[src/rtl/core/bsrs_pkg.sv]
package bsrs_pkg;

	localparam int unsigned MaxBlockedDefault = 256;

	localparam logic [1:0] OP_CLEAR  = 2'd0;
	localparam logic [1:0] OP_INSERT = 2'd1;
	localparam logic [1:0] OP_PICK   = 2'd2;

	localparam logic [1:0] ST_OK    = 2'd0;
	localparam logic [1:0] ST_NONE  = 2'd1;
	localparam logic [1:0] ST_FULL  = 2'd2;
	localparam logic [1:0] ST_RANGE = 2'd3;

	typedef struct packed {
		logic        go;
		logic [31:0] dividend;
		logic [31:0] divisor;
	} div_req_t;

	typedef struct packed {
		logic        done;
		logic [31:0] remainder;
	} div_rsp_t;

endpackage

[src/rtl/core/bsrs_divider.sv]
module bsrs_divider (
	input  logic                clk,
	input  logic                arst_n,
	input  bsrs_pkg::div_req_t  req,
	output bsrs_pkg::div_rsp_t  rsp
);
	import bsrs_pkg::*;

	logic [31:0] dvd_q;
	logic [31:0] dvs_q;
	logic [31:0] rem_q;
	logic [5:0]  cnt_q;
	logic        busy_q;
	logic        done_q;
	logic [32:0] shifted;
	logic [32:0] diff;

	// One quotient bit per cycle, restoring form. The partial remainder stays
	// below the divisor, so it always fits in 32 bits.
	assign shifted = {rem_q, dvd_q[31]};
	assign diff    = shifted - {1'b0, dvs_q};

	always_ff @(posedge clk or negedge arst_n) begin
		if (!arst_n) begin
			busy_q <= 1'b0;
			done_q <= 1'b0;
			cnt_q  <= '0;
		end else begin
			done_q <= 1'b0;
			if (req.go) begin
				busy_q <= 1'b1;
				cnt_q  <= 6'd32;
			end else if (busy_q) begin
				cnt_q <= cnt_q - 6'd1;
				if (cnt_q == 6'd1) begin
					busy_q <= 1'b0;
					done_q <= 1'b1;
				end
			end
		end
	end

	always_ff @(posedge clk) begin
		if (req.go) begin
			dvd_q <= req.dividend;
			dvs_q <= req.divisor;
			rem_q <= '0;
		end else if (busy_q) begin
			dvd_q <= {dvd_q[30:0], 1'b0};
			rem_q <= diff[32] ? shifted[31:0] : diff[31:0];
		end
	end

	assign rsp.done      = done_q;
	assign rsp.remainder = rem_q;

endmodule

[config.mk]
export PLATFORM = sky130hd
export DESIGN_NAME = bsrs_divider
export DESIGN_NICKNAME = d
export VERILOG_FILES = /design/src/rtl/core/bsrs_pkg.sv /design/src/rtl/core/bsrs_divider.sv
export SDC_FILE = /design/constraint.sdc
export NUM_CORES = 1
export LEC_CHECK = 0
export ABC_AREA = 1
export BUFFER_PORTS_ARGS = -buffer_cell sky130_fd_sc_hd__buf_2
export CAP_MARGIN = 10
export CELL_PAD_IN_SITES_DETAIL_PLACEMENT = 1
export CELL_PAD_IN_SITES_GLOBAL_PLACEMENT = 1
export CORE_MARGIN = 4
export CORE_UTILIZATION = 43
export CTS_BUF_LIST = sky130_fd_sc_hd__clkbuf_2
export CTS_CLUSTER_SIZE = 20
export DETAILED_ROUTE_END_ITERATION = 12
export GPL_TIMING_DRIVEN = 0
export PLACE_DENSITY_LB_ADDON = 0.1
export SETUP_SLACK_MARGIN = 0.02
export SYNTH_ARGS = -nofsm -noshare
export SYNTH_HDL_FRONTEND = slang
export SYNTH_SLANG_ARGS = --single-unit
[constraint.sdc]
create_clock -name clk -period 2.7 [get_ports clk]
set_input_delay 0 -clock clk [delete_from_list [all_inputs] [get_ports clk]]
set_output_delay 0 -clock clk [all_outputs]
set_load 0.01 [all_outputs]
==> After elaboration in Yosys (flattened, before gate mapping) <==
Cells that the tools add are included.
{ "op_classes": {"addsub": 2, "eq_ne": 1, "mux": 11, "n_reduce_logical": 1} }
{ "op_table": {"columns": ["operator", "n"], "rows": [
  ["32-bit two-way mux", 3],
  ["33-bit by 32-bit subtractor with 33-bit output", 1],
  ["6-bit two-way mux", 2],
  ["6-bit by 1-bit == test with 1-bit output, second input constant", 1],
  ["1-bit two-way mux", 6],
  ["6-bit by 1-bit subtractor with 6-bit output, second input constant", 1],
  ["2-bit nonzero test", 1]
]} }
{ "word_totals": {"register_bits": 104, "input_bits": 67, "output_inout_bits": 33, "elab_cells": 21} }

==> Logic depth before layout (Yosys ltp) <==
{ "logic_depth": {"depth_word": 4, "ltp_mapped": 18, "depth_no_buf": 17} }

==> Worst setup path before layout <==
OpenSTA, ideal clock, no wires.
{ "synth_path": {"path_type": "register -> register", "from": "reg dvd_q[31]", "to": "reg rem_q[20]", "setup_time_ns": 0.113, "t_arrival_ns": 2.076, "t_required_ns": 2.587, "setup_slack_ns": 0.511, "stages_incl_launch_ff": 19, "path_buffers": 1, "period_less_slack_ns": 2.189, "path_cell_list": "edfxtp_1 > inv_1 > ha_1 > fa_1 > inv_1 > nand2_1 > nand2_1 > nand3_1 > nand2_2 > nand2_1 > nand2_2 > nand2_2 > nand2_2 > nand2_4 > nand2_4 > buf_12 > nand2_2 > nand3_1 > nand2_1"} }
{ "synth_between": {"elab_chain_cells": 2} }
{ "synth_lines": {"columns": ["item", "line", "text"], "rows": [
  ["from (decl)", "bsrs_divider.sv:9", "logic [31:0] dvd_q;"],
  ["from (signal assigned)", "bsrs_divider.sv:45", "dvd_q <= req.dividend;"],
  ["from (signal assigned)", "bsrs_divider.sv:49", "dvd_q <= {dvd_q[30:0], 1'b0};"],
  ["33-bit by 32-bit subtractor with 33-bit output", "bsrs_divider.sv:21", "assign diff = shifted - {1'b0, dvs_q};"],
  ["32-bit two-way mux", "bsrs_divider.sv:50", "rem_q <= diff[32] ? shifted[31:0] : diff[31:0];"],
  ["to (signal assigned)", "bsrs_divider.sv:50", null],
  ["to (decl)", "bsrs_divider.sv:11", "logic [31:0] rem_q;"]
]} }
Every way passes these cells.
A chain may end at the register's enable or synchronous reset.

==> Worst setup path after layout <==
{ "layout_path": {"from": "reg dvd_q[31]", "to": "reg rem_q[0]"} }
{ "layout_between": {"elab_chain_cells": 2} }
{ "layout_lines": {"columns": ["item", "line"], "rows": [
  ["33-bit by 32-bit subtractor with 33-bit output", "bsrs_divider.sv:21"],
  ["32-bit two-way mux *", "bsrs_divider.sv:50"]
]} }
Mark *: on every way between the ends. The rest lies on a longest branch, timed or not.

==> results.json <==
{
  "status": "finished, final reports clean",
  "final_cell_mix": "nand2_1 (446), inv_1 (204), buf_2 (100)",
  "synth_warnings": 0,
  "critPathSlowestCell": "edfxtp_1",
  "dr.first_iter.drc_count": 337,
  "die_h_um": 135.8,
  "clockRootBuffer": "clkbuf_2",
  "postSynthCellCount": 1030,
  "crit_path_max_incr_delay_ns": 0.42,
  "routedWlPerCell_um": 15.59,
  "p_switching_w": 0.001153,
  "clk_pin_slew_ns": 0.31,
  "max_cap_violations": 0,
  "totalWireLength_mm": 22.96,
  "fin_crit_ns": 2.523,
  "core_region_area_um2": 15940,
  "synth-simple-area-share_pct": 36.39,
  "cp_cell_sequence": "inv_1 -> ha_2 -> fa_2 -> inv_2 -> nand2_1 -> nand2_2 -> nand3_1 -> nand2_2 -> nand2_1 -> nand2_2 -> nand2_2 -> nand2_2 -> nand2_2 -> nand2_4 -> buf_6 -> nand2_1 -> nand3_2 -> nand2_1",
  "clkPwrFrac_pct": 23.2,
  "layout_commonest_cell": "nand2_1",
  "required_ns": 3.32,
  "synth_area_per_cell_um2": 6.814,
  "fin_hold_ws_ns": 0.02001,
  "drc": 0,
  "irDropWorstVdd_mv": 0.3222,
  "ff2ff_path_depth": 18,
  "cts_tree": "done",
  "cts_num_sinks": 104,
  "cp-end-kind": "flop",
  "gp_congestion": 0.8923,
  "crit_type": "flop to flop",
  "fmax_ghz": 0.3964,
  "grt_setup_unrepaired": "no",
  "hpwlAfterDp_mm": 15.89,
  "numCtsBuffers": 9,
  "clock_skew_ns": 0.06533,
  "path_buf_inv": 3,
  "synth_cell_types": 39,
  "die_w_um": 135.8,
  "cp_common_cell": "nand2_2",
  "groute.usage.overall_pct": 25.67,
  "seq_area_frac_synth_pct": 39.37,
  "tightest_slew_ns": 0.9129,
  "synth_compound_area_share_pct": 2.799,
  "grt_pass1_vias": 7514,
  "p_seq_share_pct": 54.5,
  "cp-start-kind": "flop",
  "min_period_over_period_pct": 93.44,
  "drt_pass1_iterations": 7,
  "cts_max_level": 3,
  "ios": 100,
  "initial_utilization_pct": 44.02,
  "utilization_pct": 56.48,
  "final-setup-viol-count": 0,
  "netlist_area_um2": 7018,
  "insertion_delay_ns": 0.73,
  "antenna_found_initial": 1,
  "crit_cells": 18,
  "p_int_w": 0.002316,
  "synth_fa_ha_area_share_pct": 6.347,
  "grt_max_degree": 34,
  "vias": 6976,
  "synth_xor_area_share_pct": 1.872,
  "p_sw_share_pct": 33.25,
  "fillerInstances": 2136,
  "dp_cells": 1346,
  "critPathMaxFanout": 10,
  "critPathArrivalTime_ns": 3.15,
  "finalHoldViolCount": 0,
  "stdcell_count": 1472,
  "fp.dieArea_um2": 18430,
  "hold_class": "input port to flop",
  "multi_input_area_um2": 3343,
  "p_comb_share_pct": 22.3,
  "seqCellArea_um2": 2763,
  "std_cell_rows": 46,
  "viasPerCell": 4.739,
  "synth_nets": 1132,
  "clk_path_buf_depth": 2,
  "gr-total-overflow": 0,
  "drive_above_1_share_pct": 14.51,
  "synth.area.mux_share_pct": 0,
  "p_per_area_nw_per_um2": 385.3,
  "ant_nets": 0,
  "grt_pass1_wl_mm": 37.12,
  "cp_top_family": "simple AND/OR/NAND/NOR gates",
  "synthToLayoutAreaGrowth_pct": 28.31,
  "p_leak_nw": 5.002,
  "maxSlewHeadroom_pct": 39.14,
  "synth_top_family_by_area": "simple AND/OR/NAND/NOR gates",
  "drv_slew": 0,
  "portBuffers": 99,
  "holdPathStages": 2,
  "nNetsFinal": 1351,
  "ys_seq_elements": 104
}
[synthesized netlist by cell type (all sizes together)]
cell type  count  area (um^2)
nand2        471         1843
inv          210        788.3
edfxtp        64         1922
nand3         62        350.3
nor2          48        192.7
ha            34        425.4
dfxtp         32        640.6
a21oi         22        110.1
xnor2         12        105.1
clkbuf        10        47.54
o21ai         10        50.04
buf            9        85.07
nand4          9        56.30
dfrtp          8        200.2
nor3           7        40.04
and2           6        37.54
xor2           3        26.28
a21o           2        15.01
and3           2        12.51
clkinv         2        7.510
o21bai         2        15.01
fa             1        20.02
nor4           1        6.260
o22ai          1        6.260
or2            1        6.260
or3b           1        8.760
[final cells by class]
| class | instances | area share [%] |
|---|---|---|
| antenna | 2 | 0.05558 |
| clock buffer | 10 | 0.5558 |
| tap | 216 | 3.001 |
| buffer | 19 | 1.515 |
| inverter | 212 | 8.837 |
| sequential | 104 | 30.68 |
| multi-input combinational | 695 | 37.13 |
| clock inverter | 6 | 0.6947 |
| timing repair buffer | 208 | 17.54 |
[state kept, by name, indices dropped and copies added (netlist names)]
signal and flops:
dvd_q 32, dvs_q 32, rem_q 32, cnt_q 6
busy_q 1, done_q 1
[layer usage]
layer | global-route usage (%) | part of all wire (%) | up-vias
li1 | - | - | 3548
met2 | 47.57 | 51 | 114
met1 | 30.12 | 44 | 3285
met4 | 6.159 | 1.7 | 0
met3 | 5.572 | 3.4 | 29
met5 | 0 | 0 | -
[power by group through the flow]
stage / logic [W] / clock network (W) / registers (W)
after floorplan: 0.000407 / 0 / 0.00190
after global placement: 0.000591 / 0 / 0.00191
after detailed placement: 0.000610 / 0 / 0.00192
after CTS: 0.000719 / 0.000818 / 0.00188
after global routing: 0.000874 / 0.000883 / 0.00191
final: 0.000774 / 0.000803 / 0.00189
[metrics by stage]
step	total power (W)	setup slack, ns	setup TNS, ns	area, um^2
after global placement	0.002501	-0.1825	-5.960	7784
after CTS	0.003420	0.03992	0	8887
final	0.003469	0.1773	0	9005
after global routing	0.003662	0.03118	0	9005
after floorplan	0.002311	0.5106	0	7018
after detailed placement	0.002526	-0.01142	-0.03228	7811
[path summary, 6_finish.rpt]
| check | from | to | slack, ns |
|---|---|---|---|
| hold reg to reg | rem_q[17]$_SDFFE_PP0P_ | rem_q[17]$_SDFFE_PP0P_ | 0.50 |
| max in group asynchronous | arst_n | cnt_q[5]$_DFFE_PN0P_ | 2.14 |
| setup / recovery | dvd_q[31]$_DFFE_PP_ | rem_q[0]$_SDFFE_PP0P_ | 0.18 |
| setup reg to reg | dvd_q[31]$_DFFE_PP_ | rem_q[0]$_SDFFE_PP0P_ | 0.18 |
| min in group asynchronous | arst_n | busy_q$_DFF_PN0_ | 0.23 |
| hold / removal | req[13] | dvs_q[13]$_DFFE_PP_ | 0.02 |
[worst register-to-register path: stages (launching register included)]
cell and delay [ns]:
edfxtp_1 0.42, inv_1 0.06, ha_2 0.21, fa_2 0.41, inv_2 0.09, nand2_1 0.06
nand2_2 0.08, nand3_1 0.09, nand2_2 0.11, nand2_1 0.07, nand2_2 0.08, nand2_2 0.08
nand2_2 0.10, nand2_2 0.07, nand2_4 0.11, buf_6 0.19, nand2_1 0.09, nand3_2 0.08
nand2_1 0.07
[cells by family (layout without fill, tap and decap cells)]
logic type,after synthesis,after routing
other,0,2
AO/OA/AOI/OAI,37,37
AND/OR/NAND/NOR,608,608
adder cells (fa/ha/maj),35,35
XOR/XNOR,15,15
buffers and inverters,231,455
flip-flops,104,104
[repair_timing]
item                                   in CTS  in global routing
hold buffers                               95                  3
buffers inserted                            0                 10
setup endpoints to repair                  19                 30
endpoints found under the hold margin     104                  3
pin swaps                                   0                  4
resized for setup                           3                  3
(Power assumes the default switching activity.)
